==> src/rtl/riff_wave_header_parser_core_macros.svh <==
// Assertion macros for the parser RTL.
`ifndef RIFF_WAVE_HEADER_PARSER_CORE_MACROS_SVH
`define RIFF_WAVE_HEADER_PARSER_CORE_MACROS_SVH

`ifndef SYNTH
// Same-cycle implication, checked at every rising edge outside reset.
`define RWHP_ASSERT_NOW(label, clk, rst_n, ante, cons) \
    label: assert property (@(posedge clk) disable iff (!rst_n) (ante) |-> (cons)) \
        else $error("assertion failed");
// Next-cycle implication, checked at every rising edge outside reset.
`define RWHP_ASSERT_NEXT(label, clk, rst_n, ante, cons) \
    label: assert property (@(posedge clk) disable iff (!rst_n) (ante) |=> (cons)) \
        else $error("assertion failed");
`else
`define RWHP_ASSERT_NOW(label, clk, rst_n, ante, cons)
`define RWHP_ASSERT_NEXT(label, clk, rst_n, ante, cons)
`endif

`endif

==> src/rtl/rwhp_pkg.sv <==
package rwhp_pkg;

    // Result kinds.
    localparam logic [1:0] KIND_HEADER  = 2'd0;
    localparam logic [1:0] KIND_PAYLOAD = 2'd1;
    localparam logic [1:0] KIND_ERROR   = 2'd2;
    localparam logic [1:0] KIND_AFTER   = 2'd3;

    // Format classes.
    localparam logic [1:0] CLASS_PCM   = 2'd0;
    localparam logic [1:0] CLASS_EXT   = 2'd1;
    localparam logic [1:0] CLASS_OTHER = 2'd2;

    // Four-character codes, first character in the top byte.
    localparam logic [31:0] TAG_RIFF = 32'h5249_4646;
    localparam logic [31:0] TAG_WAVE = 32'h5741_5645;
    localparam logic [31:0] TAG_FMT  = 32'h666D_7420;
    localparam logic [31:0] TAG_DATA = 32'h6461_7461;

    localparam logic [15:0] FMT_PCM = 16'h0001;
    localparam logic [15:0] FMT_EXT = 16'hFFFE;

    // Number of captured fmt body bytes.
    localparam int          FMT_LEN = 18;
    localparam int          OFF_W   = $clog2(FMT_LEN + 1);

    // Parser phase, one-hot.
    typedef enum logic [10:0] {
        PH_RIFF  = 11'b000_0000_0001,
        PH_RSIZE = 11'b000_0000_0010,
        PH_WAVE  = 11'b000_0000_0100,
        PH_ID    = 11'b000_0000_1000,
        PH_SIZE  = 11'b000_0001_0000,
        PH_FMT   = 11'b000_0010_0000,
        PH_SKIP  = 11'b000_0100_0000,
        PH_PAD   = 11'b000_1000_0000,
        PH_DATA  = 11'b001_0000_0000,
        PH_DONE  = 11'b010_0000_0000,
        PH_ERR   = 11'b100_0000_0000
    } t_phase;

    typedef logic [7:0] t_fmt_bytes [FMT_LEN];

    // One result beat.
    typedef struct packed {
        logic [1:0]  kind;
        logic [7:0]  data_byte;
        logic        last_payload;
        logic [1:0]  format_class;
        logic [15:0] format_tag;
        logic [15:0] channels;
        logic [31:0] sample_rate;
        logic [31:0] byte_rate;
        logic [15:0] block_align;
        logic [15:0] bits_per_sample;
        logic [15:0] extra_size;
        logic [31:0] data_size;
    } t_out_beat;

endpackage

==> src/rtl/rwhp_if.sv <==
// Input channel: one file byte per beat.
interface rwhp_in_if;
    logic       valid;
    logic       ready;
    logic       restart;
    logic [7:0] in_byte;

    modport source (output valid, output restart, output in_byte, input ready);
    modport sink (input valid, input restart, input in_byte, output ready);
endinterface

// Output channel: one result per beat.
interface rwhp_out_if;
    logic        valid;
    logic        ready;
    logic [1:0]  kind;
    logic [7:0]  data_byte;
    logic        last_payload;
    logic [1:0]  format_class;
    logic [15:0] format_tag;
    logic [15:0] channels;
    logic [31:0] sample_rate;
    logic [31:0] byte_rate;
    logic [15:0] block_align;
    logic [15:0] bits_per_sample;
    logic [15:0] extra_size;
    logic [31:0] data_size;

    modport source (
        output valid, input ready,
        output kind, output data_byte, output last_payload, output format_class,
        output format_tag, output channels, output sample_rate, output byte_rate,
        output block_align, output bits_per_sample, output extra_size, output data_size
    );
    modport sink (
        input valid, output ready,
        input kind, input data_byte, input last_payload, input format_class,
        input format_tag, input channels, input sample_rate, input byte_rate,
        input block_align, input bits_per_sample, input extra_size, input data_size
    );
endinterface

==> src/rtl/riff_wave_header_parser_core.sv <==
// RIFF/WAVE header parser. The block takes a WAV file image one byte per input beat and
// returns exactly one result beat per byte: header byte consumed, payload byte (with the
// last one marked), error, or byte after the payload. It checks the RIFF and WAVE magic,
// walks the chunks, skips unknown ones and pad bytes, captures the first 18 bytes of the
// fmt body and passes the data chunk payload through. Restart on a beat resets the
// parser before that byte is handled. It sustains one byte per clock while the output is not
// stalled: each byte passes an input register, one pass of next-state logic (its longest
// path is the 32-bit bytes-left decrement and zero test) and the result register. No
// clearing pass is needed after reset.
`include "riff_wave_header_parser_core_macros.svh"

module riff_wave_header_parser_core
    import rwhp_pkg::*;
(
    input  logic        i_clk,
    input  logic        i_rst_n,
    rwhp_in_if.sink     i_in,
    rwhp_out_if.source  o_out
);

    // Input register.
    logic        r_s1_valid;
    logic        r_s1_restart;
    logic [7:0]  r_s1_byte;

    // Parser state.
    t_phase            r_phase,  n_phase;
    logic [1:0]        r_bif,    n_bif;
    logic [31:0]       r_id,     n_id;
    logic [31:0]       r_size,   n_size;
    logic [31:0]       r_left,   n_left;
    logic              r_seen,   n_seen;
    logic [OFF_W-1:0]  r_off,    n_off;
    t_fmt_bytes        r_fmt,    n_fmt;

    // Result register.
    logic        r_out_valid;
    t_out_beat   r_out, n_out;

    // Current state, after an optional restart.
    t_phase            c_phase;
    logic [1:0]        c_bif;
    logic [31:0]       c_id;
    logic [31:0]       c_size;
    logic [31:0]       c_left;
    logic              c_seen;
    logic [OFF_W-1:0]  c_off;
    t_fmt_bytes        c_fmt;

    logic        s1_advance;
    logic        fourth;
    logic [31:0] id_shift;
    logic [31:0] left_dec;
    logic [15:0] tag;

    assign s1_advance = r_s1_valid && (!r_out_valid || o_out.ready);
    assign i_in.ready = !r_s1_valid || s1_advance;

    // Input beat capture.
    always_ff @(posedge i_clk) begin
        if (!i_rst_n) begin
            r_s1_valid <= 1'b0;
        end else if (i_in.ready) begin
            r_s1_valid <= i_in.valid;
        end
        if (i_in.valid && i_in.ready) begin
            r_s1_restart <= i_in.restart;
            r_s1_byte    <= i_in.in_byte;
        end
    end

    // A restart beat sees the reset state.
    always_comb begin
        if (r_s1_restart) begin
            c_phase = PH_RIFF;
            c_bif   = '0;
            c_id    = '0;
            c_size  = '0;
            c_left  = '0;
            c_seen  = 1'b0;
            c_off   = '0;
            for (int k = 0; k < FMT_LEN; k++) c_fmt[k] = '0;
        end else begin
            c_phase = r_phase;
            c_bif   = r_bif;
            c_id    = r_id;
            c_size  = r_size;
            c_left  = r_left;
            c_seen  = r_seen;
            c_off   = r_off;
            c_fmt   = r_fmt;
        end
    end

    assign fourth   = (c_bif == 2'd3);
    assign id_shift = {c_id[23:0], r_s1_byte};
    assign left_dec = c_left - 32'd1;

    // Next-state logic for one byte.
    always_comb begin
        n_phase = c_phase;
        n_bif   = c_bif;
        n_id    = c_id;
        n_size  = c_size;
        n_left  = c_left;
        n_seen  = c_seen;
        n_off   = c_off;
        n_fmt   = c_fmt;
        n_out   = '0;
        n_out.kind = KIND_HEADER;

        case (c_phase)
            PH_RIFF, PH_WAVE, PH_ID: begin
                n_id  = id_shift;
                n_bif = c_bif + 2'd1;
                if (fourth) begin
                    if (c_phase == PH_RIFF) begin
                        if (id_shift != TAG_RIFF) begin
                            n_phase    = PH_ERR;
                            n_out.kind = KIND_ERROR;
                        end else begin
                            n_phase = PH_RSIZE;
                        end
                    end else if (c_phase == PH_WAVE) begin
                        if (id_shift != TAG_WAVE) begin
                            n_phase    = PH_ERR;
                            n_out.kind = KIND_ERROR;
                        end else begin
                            n_phase = PH_ID;
                        end
                    end else if (id_shift == TAG_DATA && !c_seen) begin
                        n_phase    = PH_ERR;
                        n_out.kind = KIND_ERROR;
                    end else begin
                        if (id_shift == TAG_FMT) begin
                            n_seen = 1'b1;
                            for (int k = 0; k < FMT_LEN; k++) n_fmt[k] = '0;
                        end
                        n_size  = '0;
                        n_phase = PH_SIZE;
                    end
                end
            end
            PH_RSIZE: begin
                n_bif = c_bif + 2'd1;
                if (fourth) begin
                    n_id    = '0;
                    n_phase = PH_WAVE;
                end
            end
            PH_SIZE: begin
                n_size[{c_bif, 3'b000} +: 8] = c_size[{c_bif, 3'b000} +: 8] | r_s1_byte;
                n_bif = c_bif + 2'd1;
                if (fourth) begin
                    n_left = n_size;
                    n_off  = '0;
                    if (c_id == TAG_DATA) begin
                        if (n_size == 32'd0) begin
                            n_phase    = PH_ERR;
                            n_out.kind = KIND_ERROR;
                        end else begin
                            n_phase = PH_DATA;
                        end
                    end else if (n_size == 32'd0) begin
                        n_phase = PH_ID;
                    end else if (c_id == TAG_FMT) begin
                        n_phase = PH_FMT;
                    end else begin
                        n_phase = PH_SKIP;
                    end
                end
            end
            PH_FMT, PH_SKIP: begin
                // Capture the leading fmt body bytes; the rest are dropped.
                if (c_phase == PH_FMT && c_off < OFF_W'(FMT_LEN)) begin
                    n_fmt[c_off] = r_s1_byte;
                    n_off        = c_off + OFF_W'(1);
                end
                n_left = left_dec;
                if (left_dec == 32'd0) begin
                    n_phase = c_size[0] ? PH_PAD : PH_ID;
                end
            end
            PH_PAD: begin
                n_phase = PH_ID;
            end
            PH_DATA: begin
                n_out.kind      = KIND_PAYLOAD;
                n_out.data_byte = r_s1_byte;
                n_left          = left_dec;
                if (left_dec == 32'd0) begin
                    n_out.last_payload = 1'b1;
                    n_phase            = PH_DONE;
                end
            end
            PH_DONE: begin
                n_out.kind = KIND_AFTER;
            end
            PH_ERR: begin
                n_out.kind = KIND_ERROR;
            end
            default: begin
                n_phase    = PH_ERR;
                n_out.kind = KIND_ERROR;
            end
        endcase

        // Captured fields as seen after this byte.
        tag                   = {n_fmt[1], n_fmt[0]};
        n_out.format_tag      = tag;
        n_out.format_class    = (tag == FMT_PCM) ? CLASS_PCM :
                                (tag == FMT_EXT) ? CLASS_EXT : CLASS_OTHER;
        n_out.channels        = {n_fmt[3], n_fmt[2]};
        n_out.sample_rate     = {n_fmt[7], n_fmt[6], n_fmt[5], n_fmt[4]};
        n_out.byte_rate       = {n_fmt[11], n_fmt[10], n_fmt[9], n_fmt[8]};
        n_out.block_align     = {n_fmt[13], n_fmt[12]};
        n_out.bits_per_sample = {n_fmt[15], n_fmt[14]};
        n_out.extra_size      = (tag == FMT_PCM) ? 16'd0 : {n_fmt[17], n_fmt[16]};
        n_out.data_size       = (n_phase == PH_DATA || n_phase == PH_DONE) ? n_size : 32'd0;
    end

    // State and result update when a byte leaves the input register.
    always_ff @(posedge i_clk) begin
        if (!i_rst_n) begin
            r_phase     <= PH_RIFF;
            r_bif       <= '0;
            r_id        <= '0;
            r_size      <= '0;
            r_left      <= '0;
            r_seen      <= 1'b0;
            r_off       <= '0;
            for (int k = 0; k < FMT_LEN; k++) r_fmt[k] <= '0;
            r_out_valid <= 1'b0;
        end else begin
            if (s1_advance) begin
                r_phase <= n_phase;
                r_bif   <= n_bif;
                r_id    <= n_id;
                r_size  <= n_size;
                r_left  <= n_left;
                r_seen  <= n_seen;
                r_off   <= n_off;
                r_fmt   <= n_fmt;
            end
            if (s1_advance) begin
                r_out_valid <= 1'b1;
            end else if (o_out.ready) begin
                r_out_valid <= 1'b0;
            end
        end
        if (s1_advance) begin
            r_out <= n_out;
        end
    end

    // Result beat.
    assign o_out.valid           = r_out_valid;
    assign o_out.kind            = r_out.kind;
    assign o_out.data_byte       = r_out.data_byte;
    assign o_out.last_payload    = r_out.last_payload;
    assign o_out.format_class    = r_out.format_class;
    assign o_out.format_tag      = r_out.format_tag;
    assign o_out.channels        = r_out.channels;
    assign o_out.sample_rate     = r_out.sample_rate;
    assign o_out.byte_rate       = r_out.byte_rate;
    assign o_out.block_align     = r_out.block_align;
    assign o_out.bits_per_sample = r_out.bits_per_sample;
    assign o_out.extra_size      = r_out.extra_size;
    assign o_out.data_size       = r_out.data_size;

    // The last payload byte is always a payload result.
    `RWHP_ASSERT_NOW(a_last_is_payload, i_clk, i_rst_n, r_out_valid && r_out.last_payload, r_out.kind == KIND_PAYLOAD)
    // A payload result always reports a nonzero data size.
    `RWHP_ASSERT_NOW(a_payload_size, i_clk, i_rst_n, r_out_valid && r_out.kind == KIND_PAYLOAD, r_out.data_size != 32'd0)
    // After the last payload byte the parser sits in the done phase.
    `RWHP_ASSERT_NEXT(a_last_to_done, i_clk, i_rst_n, s1_advance && n_out.last_payload, r_phase == PH_DONE)
    // A byte held in the input register is not lost while the output stalls.
    `RWHP_ASSERT_NEXT(a_s1_hold, i_clk, i_rst_n, r_s1_valid && !s1_advance, r_s1_valid)

endmodule
==> src/flat_wrapper.sv <==
// flat-port wrapper written by rule: the top's interface ports become plain ports
module riff_wave_header_parser_core_flat import rwhp_pkg::*;
  (i_clk, i_rst_n, i_in_valid, i_in_restart, i_in_in_byte, i_in_ready, o_out_valid, o_out_ready, o_out_kind, o_out_data_byte, o_out_last_payload, o_out_format_class, o_out_format_tag, o_out_channels, o_out_sample_rate, o_out_byte_rate, o_out_block_align, o_out_bits_per_sample, o_out_extra_size, o_out_data_size);
  rwhp_in_if i_in_i ();
  rwhp_out_if o_out_i ();
  input  logic i_clk;
  input  logic i_rst_n;
  input wire logic [$bits(i_in_i.valid)-1:0] i_in_valid;
  input wire logic [$bits(i_in_i.restart)-1:0] i_in_restart;
  input wire logic [$bits(i_in_i.in_byte)-1:0] i_in_in_byte;
  output wire logic [$bits(i_in_i.ready)-1:0] i_in_ready;
  output wire logic [$bits(o_out_i.valid)-1:0] o_out_valid;
  input wire logic [$bits(o_out_i.ready)-1:0] o_out_ready;
  output wire logic [$bits(o_out_i.kind)-1:0] o_out_kind;
  output wire logic [$bits(o_out_i.data_byte)-1:0] o_out_data_byte;
  output wire logic [$bits(o_out_i.last_payload)-1:0] o_out_last_payload;
  output wire logic [$bits(o_out_i.format_class)-1:0] o_out_format_class;
  output wire logic [$bits(o_out_i.format_tag)-1:0] o_out_format_tag;
  output wire logic [$bits(o_out_i.channels)-1:0] o_out_channels;
  output wire logic [$bits(o_out_i.sample_rate)-1:0] o_out_sample_rate;
  output wire logic [$bits(o_out_i.byte_rate)-1:0] o_out_byte_rate;
  output wire logic [$bits(o_out_i.block_align)-1:0] o_out_block_align;
  output wire logic [$bits(o_out_i.bits_per_sample)-1:0] o_out_bits_per_sample;
  output wire logic [$bits(o_out_i.extra_size)-1:0] o_out_extra_size;
  output wire logic [$bits(o_out_i.data_size)-1:0] o_out_data_size;
  assign i_in_i.valid = i_in_valid;
  assign i_in_i.restart = i_in_restart;
  assign i_in_i.in_byte = i_in_in_byte;
  assign i_in_ready = i_in_i.ready;
  assign o_out_valid = o_out_i.valid;
  assign o_out_i.ready = o_out_ready;
  assign o_out_kind = o_out_i.kind;
  assign o_out_data_byte = o_out_i.data_byte;
  assign o_out_last_payload = o_out_i.last_payload;
  assign o_out_format_class = o_out_i.format_class;
  assign o_out_format_tag = o_out_i.format_tag;
  assign o_out_channels = o_out_i.channels;
  assign o_out_sample_rate = o_out_i.sample_rate;
  assign o_out_byte_rate = o_out_i.byte_rate;
  assign o_out_block_align = o_out_i.block_align;
  assign o_out_bits_per_sample = o_out_i.bits_per_sample;
  assign o_out_extra_size = o_out_i.extra_size;
  assign o_out_data_size = o_out_i.data_size;
  riff_wave_header_parser_core u_core (.i_clk(i_clk), .i_rst_n(i_rst_n), .i_in(i_in_i), .o_out(o_out_i));
endmodule
==> config.mk <==
export PLATFORM = sky130hd
export DESIGN_NAME = riff_wave_header_parser_core_flat
export DESIGN_NICKNAME = d
export VERILOG_FILES = /design/src/rtl/rwhp_pkg.sv /design/src/rtl/rwhp_if.sv /design/src/rtl/riff_wave_header_parser_core.sv /design/src/flat_wrapper.sv
export VERILOG_INCLUDE_DIRS = /design/src /design/src/rtl
export SDC_FILE = /design/constraint.sdc
export NUM_CORES = 1
export LEC_CHECK = 0
export BUFFER_PORTS_ARGS = -buffer_cell sky130_fd_sc_hd__buf_2
export CORE_MARGIN = 4
export CORE_UTILIZATION = 60
export CTS_CLUSTER_DIAMETER = 80
export DETAILED_ROUTE_END_ITERATION = 6
export GPL_TIMING_DRIVEN = 0
export PLACE_DENSITY = 0.81
export SYNTH_ARGS = -nofsm -noshare
export SYNTH_HDL_FRONTEND = slang
export SYNTH_SLANG_ARGS = --single-unit
==> constraint.sdc <==
create_clock -name i_clk -period 8.2 [get_ports i_clk]
set_clock_uncertainty 0.1 [all_clocks]
set_input_delay 0.82 -clock i_clk [delete_from_list [all_inputs] [get_ports i_clk]]
set_output_delay 0.82 -clock i_clk [all_outputs]
set_load 0.02 [all_outputs]
**Word level (Yosys, flattened, before mapping)**

Index checks and enable logic that the tools add are counted.
W data, S select, Z words.

- Output and inout bits: 191
- Word-level logic and storage cells: 163
- Flip-flop bits (word level): 459
- Input port bits: 13

- Muxes and demuxes: 68
- Bitwise operators: 2
- Reductions and logical operators: 20
- Eq/ne operators: 22
- Shifts and indexed selects: 3
- Add/subtract/negate cells: 4
- Order comparisons: 3

Operators by type and width:

| cell | count |
|---|---|
| $mux W144 | 7 |
| $mux W32 | 9 |
| $pmux W144 S2 | 1 |
| $pmux W32 S2 | 3 |
| $mux W11 | 14 |
| $bwmux W144 | 1 |
| $eq A32 B31 Y1 const B | 4 |
| $pmux W11 S7 | 1 |
| $logic_not A32 Y1 | 2 |
| $ne A32 B31 Y1 const B | 2 |
| $demux W8 S5 | 1 |
| $bwmux W32 | 1 |
| $shift A8 B7 Y32 const A | 1 |
| $shiftx A32 B6 Y8 | 1 |
| $shiftx A8 B7 Y32 | 1 |
| $sub A32 B1 Y32 const B | 1 |
| $mux W2 | 12 |
| $eq A11 B10 Y1 const B | 2 |
| $eq A11 B9 Y1 const B | 2 |
| $eq A16 B1 Y1 const B | 1 |
| $eq A16 B16 Y1 const B | 1 |
| $mux W8 | 2 |
| $mux W5 | 3 |
| $eq A11 B1 Y1 const B | 1 |
| 29 further kinds | 48 |

**Depth between registers and ports, before layout**

Gate-level depths: netlist of run 1.

- Depth in word-level cells: 12
- Gate-level depth with buffers: 17
- Gate-level depth less buffers: 11

**Least setup slack after synthesis of run 1**

No wires, ideal clock.

- Path type: input to register
- Start point: input o_out_ready
- End point: register u_core.r_off[3]
- Data required time: 7.706 ns
- Path buffers: 3
- Path slack: 0.616 ns
- Stages on the path: 7
- Data arrival time: 7.090 ns
- Library setup time: 0.394 ns
- Path through: nor2b_1 nand2b_1 clkbuf_1 inv_1 clkbuf_1 clkbuf_1 a31oi_1

- Word-level cells in the longest chain between the ends: 2

Ends and longest elaborated chain:

| element | RTL line | text |
|---|---|---|
| from (decl) | flat_wrapper.sv:13 | `input wire logic [$bits(o_out_i.ready)-1:0] o_out_ready;` |
| $logic_or A1 B1 Y1 | riff_wave_header_parser_core.sv:56 | `assign s1_advance = r_s1_valid && (!r_out_valid \|\| o_out.ready);` |
| $logic_and A1 B1 Y1 | riff_wave_header_parser_core.sv:56 |  |
| named net u_core.s1_advance | riff_wave_header_parser_core.sv:50 | `logic s1_advance;` |
| to (signal assigned) | riff_wave_header_parser_core.sv:242 | `r_off <= n_off;` |
| to (decl) | riff_wave_header_parser_core.sv:33 | `logic [OFF_W-1:0] r_off, n_off;` |

The timed path passes the listed nets, and every way through them passes these cells.
A chain may end at the register's enable or synchronous reset.

**Final worst setup path of run 1**

- Start point: register u_core.r_s1_restart
- End point: register u_core.r_out, in the netlist u_core.o_out.last_payload, data pin

- Word-level cells in the longest chain between the ends: 4
- Elaborated cells on any way between the ends: 6
- Those cells by class: add/sub (1); eq/ne (1); mux (3); reduce/logical (1)

Ends and longest elaborated chain:

| element | RTL line | text |
|---|---|---|
| from (decl) | riff_wave_header_parser_core.sv:23 | `logic r_s1_restart;` |
| from (signal assigned) | riff_wave_header_parser_core.sv:67 | `r_s1_restart <= i_in.restart;` |
| $mux W32 | riff_wave_header_parser_core.sv:74 | `if (r_s1_restart) begin` |
| $sub A32 B1 Y32 | riff_wave_header_parser_core.sv:97 | `assign left_dec = c_left - 32'd1;` |
| $logic_not A32 Y1 | riff_wave_header_parser_core.sv:191 | `if (left_dec == 32'd0) begin` |
| $mux W1 | riff_wave_header_parser_core.sv:191 |  |
| to (signal assigned) | riff_wave_header_parser_core.sv:252 | `r_out <= n_out;` |
| to (decl) | riff_wave_header_parser_core.sv:38 | `t_out_beat r_out, n_out;` |

Several ways; a longest one is shown, not always the timed one.

==> results.md, run 1 <==
* Synth Warn # at 0
* TritonCTS clock tree: built
* Placed Cells incl. Taps at 3007
* CP Depth at 17
* First-pass GRT wire length at around 110000 um
* IO buf count at 203
* H-tree depth at 2
* Async SR Flop Fraction at 0%
* Avg WL per Cell at between 20 and 25 um
* Worst EP arrival at between 7 and 8 ns
* Max-Cap Viols at 1
* Setup violations, final at 0
* Worst Path Max Fanout at 10
* Final period utilization at between 80% and 90%
* Pleak at slightly above 8 nW
* Filler cell count at approximately 2700
* Die H at 196 um
* Post-route DRC at 2
* Post-synth top cells: nand2_1, dfxtp_1, nor2_1
* Worst hold path class: input pin to flip-flop
* Fin nets at roughly 2600
* Reg-to-Reg Start: u_core.r_s1_restart
* Via/cell ratio at 6.76
* CP Buf/Inv Count at 7
* Crit path launch type: flip-flop
* Max Fclk at about 0.14 GHz
* Starting Density at around three fifths
* Layout cells sized above 1 at a little over an eighth
* CTS Buf Count at 46
* Mapped Avg Cell Area at 9.03 um2
* Inserted Diodes at 0
* DIE AREA at approximately 0.038 mm2
* Worst-margin pin slew at 1.47 ns
* Worst hold margin at ~0.33 ns
* Final HPWL DP at about 53000 um
* Count leader, synth: nand2_1
* Routed Wire Length at 75600 um
* Ports at about 200
* Initial antenna violation count at 0
* Cell Chain, Critical Path: buf_2 -> clkbuf_1 -> clkbuf_1 -> buf_1 -> clkbuf_1 -> nor2b_1 -> inv_1 -> ha_1 -> clkbuf_1 -> nor2b_1 -> a41o_1 -> o21ai_0 -> nor2_1 -> or4b_1 -> nor3_1 -> nand4bb_1 -> nor2_1
* Top delay family on crit path: buffers and inverters
* Std-Cell Rows at 68
* Vias in the first global route at ~20000
* Area of the multi-input gates at between 0.009 and 0.01 mm2
* Synth area leaders: edfxtp_1, dfxtp_1, nand2_1
* Mapped Area at roughly 0.021 mm2
* CTS Root Cell: clkbuf_16
* Synthesized net count at about 2400
* Critical path class: flip-flop to flip-flop
* Hold path start: i_in_in_byte[0]
* Die X at about 200 um
* Fin crit period at 7.15 ns
* Rel. slew slack at -0.517%
* Routability Congestion at ~1
* Distinct cells, synth at 84
* Register area share after synthesis at ~53%
* Final number of hold-violating endpoints at 0
* #FFs+latches synth at around 460
* Setup bufs post-CTS at 0
* Ys flop type: dfxtp_1
* Remaining global-route overflow at 0
* Worst Path Required at about 8.5 ns
* Crit-path slowest cell: clkbuf_1
* Clock Tree Buf Depth at 3
* CTS clock-pin slew for the worst setup and hold paths at 0.06 ns
* Reg2reg path depth at 17
* Max Slew Vio Count at 1
* Failing checks: DRC, capacitance limit, slew limit
* Sink Count at around 460
* Synth top area share at around 28%
* Setup tns final at 0 ns
* Via count at between 20000 and 25000
* Clk_lat worst skew at 0.58 ns
* Outcome: finished, violations left
* Drt first pass iters at 7
* Top cell type by total area after synthesis: edfxtp_1
* Post-DRT Antenna Nets at 0
* Pwr dens at ~210 mW/mm2
* Core footprint at 0.0347 mm2
* Pin count of the biggest net entering global routing at 70
* # resized after CTS at 0
* Synth Instances at roughly 2300
* Unrepaired setup endpoints after global routing: false
* Sequential cell area at between 0.01 and 0.015 mm2
* Non-Filler Instances at 3093
* Starting DRT DRC Count at between 3000 and 4000
* Largest stage delay on the critical path at a little over 0.8 ns
* Most frequent cell on the critical path: clkbuf_1
* Syn-to-layout area delta at 15.2%
* # hold bufs at CTS at 0
* EDFF count, synth at a little under 200
* Total global-route track usage at 37.7%
* Timing startpoint of the critical path: u_core.r_s1_restart
* Hold Path Cell Cnt at 1
* CP endpoint kind: flip-flop
* Maximum vdd drop at 211 uV
[per-stage QoR]
step / power [mW] / area (um2) / util (%) / worst slack, ns
2_1_floorplan: 2.83 / 21200 / - / 0.616
3_3_place_gp: 3.00 / 22800 / 65.6 / -2.40
3_5_place_dp: 2.99 / 22900 / 65.9 / 1.51
4_1_cts: 5.12 / 24400 / 70.3 / 1.52
5_1_grt: 5.27 / 24400 / 70.3 / 1.08
6_report: 5.15 / 24400 / 70.3 / 1.05
[worst reg2reg max path, stage by stage, from the launching register on]
cell and delay, ns:
edfxtp_1 0.39, buf_2 0.28, clkbuf_1 0.61, clkbuf_1 0.76, buf_1 0.70, clkbuf_1 0.83
nor2b_1 0.15, inv_1 0.16, ha_1 0.15, clkbuf_1 0.41, nor2b_1 0.68, a41o_1 0.26
o21ai_0 0.20, nor2_1 0.15, or4b_1 0.45, nor3_1 0.36, nand4bb_1 0.15, nor2_1 0.21
[flip-flops by register name, indices dropped and copies added, names as in the netlist, 5 cells and up]
register / cells
u_core.o_out.bits_per_sample: 16
u_core.o_out.block_align: 16
u_core.o_out.byte_rate: 32
u_core.o_out.channels: 16
u_core.o_out.data_byte: 8
u_core.o_out.data_size: 32
u_core.o_out.extra_size: 16
u_core.o_out.format_tag: 16
u_core.o_out.sample_rate: 32
u_core.r_fmt: 144
u_core.r_id: 32
u_core.r_left: 32
u_core.r_off: 5
u_core.r_phase: 11
u_core.r_s1_byte: 8
u_core.r_size: 32
[final timing paths]
kind                               endpoint  slack (ns)
setup reg to reg  u_core.o_out.last_payload        1.05
hold / removal          u_core.r_s1_byte[0]        0.33
setup / recovery  u_core.o_out.last_payload        1.05
hold reg to reg            u_core.r_fmt[30]        0.36
[final cells by class]
| type | count | area share, % |
|---|---|---|
| Sequential cell | 459 | 45.8 |
| Multi-Input combinational cell | 1678 | 37.6 |
| Clock buffer | 66 | 5.23 |
| Timing Repair Buffer | 206 | 4.50 |
| Buffer | 192 | 3.20 |
| Tap cell | 455 | 2.33 |
| Clock inverter | 20 | 1.08 |
| Inverter | 17 | 0.261 |
[cell families (layout without fill, tap and decap cells)]
group	Yosys count	after routing	share of synthesized area, %
mux	20	20	1.10
xor+xnor	20	20	0.827
buf+inv	209	501	3.97
compound gates	626	626	18.4
flops	459	459	52.7
simple gates	1000	1000	22.3
fa+ha+maj	12	12	0.708
[metal layers]
metal	up-vias	global-route usage, %	routed length [um]
met4	0	19.4	4610
met3	358	6.85	8900
met1	9847	49.5	27400
met5	-	0	0
li1	9041	-	-
met2	1651	60.4	34700
[power by group]
part           switching (mW)  total [mW]  internal [mW]
combinational           0.354       0.479          0.125
clock                   0.928        2.18           1.26
sequential             0.0370        2.48           2.45
[cell usage in the layout, fill, tap and decap left out, types with 13 or more instances in the layout]
cell,instances
buf_1,13
nand3_1,167
nand2_1,310
a21oi_1,165
nor4_1,21
o21ai_0,203
dfxtp_1,261
and3_1,17
a22oi_1,112
a32oi_1,13
and2_1,14
clkbuf_16,47
nor2_1,261
edfxtp_1,198
nor3_1,64
nand4_1,19
clkbuf_1,181
nor4b_1,16
nand2b_1,14
a31oi_1,25
buf_2,210
nor2_2,30
inv_1,16
Power figures use the tool's default switching activity.
==> run 2, diff against run 1 <==
--- a/config.mk
+++ b/config.mk
@@ -7,6 +7,7 @@
 export NUM_CORES = 1
 export LEC_CHECK = 0
 export BUFFER_PORTS_ARGS = -buffer_cell sky130_fd_sc_hd__buf_2
+export CORE_ASPECT_RATIO = 0.5
 export CORE_MARGIN = 4
 export CORE_UTILIZATION = 60
 export CTS_CLUSTER_DIAMETER = 80
==> results.md, run 2 (synthesized netlist as in run 1, its figures left out) <==
* Outcome: finished clean
* Vias in the first global route at 18800 (-5.9%)
* Critical path class: flip-flop to flip-flop
* Syn-to-layout area delta at 14.3%
* DR top layer: met4
* Layout cells sized above 1 at 13.1% (-0.28 points)
* Logic pwr share at 9.5% (+0.2 points)
* CTS Root Cell: clkbuf_16
* Sequential Power Share at 50.4% (+2.1 points)
* Reg-to-reg slack, setup at 1.56 ns (+0.51 ns)
* Worst-margin pin slew at 1.19 ns (-0.281 ns)
* Pin count of the biggest net entering global routing at 69 (-1.4%)
* CTS clock-pin slew for the worst setup and hold paths at 0.07 ns (about the same)
* Most frequent cell on the critical path: clkbuf_1
* Crit path launch type: flip-flop
* Routed Wire Length at 69200 um (-8.5%)
* Timing startpoint of the critical path: u_core.r_s1_restart
* Setup bufs post-CTS at 0 (unchanged)
* TritonCTS clock tree: built
* # resized after CTS at 0 (unchanged)
* Net Sw Frac at 25.7% (about the same)
* Max-Cap Viols at 0 (-1)
* Max Fclk at 0.151 GHz (+7.7%)
* Post-DRT Antenna Nets at 0 (unchanged)
* Worst R2R End: u_core.r_phase[7]
* Largest stage delay on the critical path at 0.72 ns (-0.11 ns)
* Worst EP arrival at 7.05 ns (-0.40 ns)
* Worst Path Required at 8.61 ns (+0.12 ns)
* First-pass GRT wire length at 106000 um (-7.2%)
* Met1 WL at 27400 um (-0.15%)
* Maximum vdd drop at 157 uV (-26%)
* Final period utilization at 81.0% (-6.3 points)
* Unrepaired setup endpoints after global routing: false
* Fin nets at 2619 (-0.23%)
* Worst Path Max Fanout at 10 (unchanged)
* Avg WL per Cell at 22.3 um (-8.7%)
* P_sw at 1.26 mW (-4.2%)
* CTS Buf Count at 40 (-13%)
* Most frequent cells in the layout: nand2_1, nor2_1, dfxtp_1
* CP endpoint kind: flip-flop
* Clock Tree Buf Depth at 3 (unchanged)
* Pwr dens at 203 mW/mm2 (-3.6%)
* DIE AREA at 0.0386 mm2 (+0.48%)
* Post-route DRC at 0 (-2)
* Non-Filler Instances at 3101 (+0.26%)
* Final number of hold-violating endpoints at 0 (unchanged)
* Reg with most FFs: u_core.r_fmt
* H-tree depth at 2 (unchanged)
* Inserted Diodes at 0 (unchanged)
* Final core utilization at 69.9% (-0.39 points)
* Total global-route track usage at 35.0% (-2.7 points)
* # hold bufs at CTS at 0 (unchanged)
* Std-Cell Rows at 48 (-29%)
* Die H at 141 um (-28%)
* Worst hold path class: input pin to flip-flop
* Ports at 204 (unchanged)
* Setup violations, final at 0 (unchanged)
* Max Slew Vio Count at 0 (-1)
* Starting Density at 61.2% (+0.11 points)
* Final HPWL DP at 48600 um (-8.2%)
* CP Capture Point: u_core.r_phase[7]
* Sink Count at 459 (unchanged)
* IO buf count at 203 (unchanged)
* Largest register FFs at 144 (unchanged)
* Rel. slew slack at 18.7% (+19 points)
* Met3 wire len at 8450 um (-5.1%)
* Reg2reg path depth at 17 (unchanged)
* Via/cell ratio at 6.50 (-3.7%)
* WL met2 at 30500 um (-12%)
* Reg-to-Reg Start: u_core.r_s1_restart
* Placed Cells incl. Taps at 3027 (+0.67%)
* Initial antenna violation count at 0 (unchanged)
* Starting DRT DRC Count at 2861 (-7.3%)
* Cell Chain, Critical Path: buf_2 -> clkbuf_1 -> clkbuf_1 -> buf_1 -> clkbuf_1 -> nor2b_1 -> inv_1 -> ha_1 -> clkbuf_1 -> o21ai_1 -> clkbuf_1 -> nor4b_1 -> nor2_1 -> a211oi_1 -> nand4_1 -> nor3_1 -> a32o_1
* Commonest non-fill, non-tap cell in the layout: nand2_1
* Via count at 20200 (-3.5%)
* Crit-path slowest cell: buf_1
* Core footprint at 0.0347 mm2 (-0.17%)
* Remaining global-route overflow at 0 (unchanged)
* Drt first pass iters at 6 (-1)
* Pleak at 8.18 nW (-1.0%)
* Routability Congestion at 1.04 (+4.3%)
* Die X at 274 um (+40%)
* Internal power at 3.66 mW (-4.4%)
* Clk_lat worst skew at 0.57 ns (about the same)
* Fin crit period at 6.64 ns (-0.514 ns)
* Clock power frac at 40.1% (-2.3 points)
## run 2: per-layer routing
layer  global-route usage [%]  up-vias
met5                        0        -
met4                     14.1        0
met3                     8.72      247
met2                     53.1     1355
met1                     48.7     9538
li1                         -     9031
## run 2: worst min-delay path by stage
| stage | start | end | slack (ns) | depth (start not counted) |
|---|---|---|---|---|
| CTS | i_in_in_byte[7] | u_core.r_s1_byte[7] | 0.33 | 1 |
| floorplan | u_core.r_fmt[100] | u_core.r_fmt[100] | 0.34 | 2 |
| finish | i_in_in_byte[7] | u_core.r_s1_byte[7] | 0.34 | 1 |
| global placement | u_core.r_fmt[124] | u_core.r_fmt[124] | 0.34 | 2 |
| global route | i_in_in_byte[4] | u_core.r_s1_byte[4] | 0.33 | 1 |
| detailed placement | u_core.r_fmt[43] | u_core.r_fmt[43] | 0.35 | 2 |
## run 2: per-stage QoR
step	hold slack [ns]	instance area (um2)	setup TNS (ns)	setup slack, ns	power [mW]
after floorplan	0.337	21200	0	0.616	2.83
after global placement	0.341	22800	-447.46	-2.33	2.99
after detailed placement	0.347	22900	0	2.04	2.98
after CTS	0.328	24200	0	1.99	4.90
after global routing	0.331	24200	0	1.34	5.06
final	0.336	24200	0	1.56	4.92
## run 2: final cells by class
type                    instances  area, um2
plain buffers                 192        782
clock inverters                16        218
well taps                     475        594
fillers                      2702      10400
clock buffers                  58       1120
flip-flops and latches        459      11200
inverters                      17       63.8
multi-input cells            1678       9180
repair buffers                206       1100
## run 2: power by group through the flow
stage               combinational [mW]  sequential (mW)  clock [mW]
detailed placement               0.453             2.53           0
floorplan                        0.235             2.59           0
global route                     0.495             2.48        2.08
global placement                 0.443             2.54           0
finish                           0.468             2.48        1.97
CTS                              0.455             2.48        1.97
## run 2: worst max-delay path: cells and delay by family, from the launching register on
family / cells / cell delay (ns)
buffers and inverters: 8 / 3.67
and+or+nand+nor: 5 / 1.55
AOI/OAI and AO/OA: 3 / 0.68
DFF: 1 / 0.45
adders and majority gates: 1 / 0.15
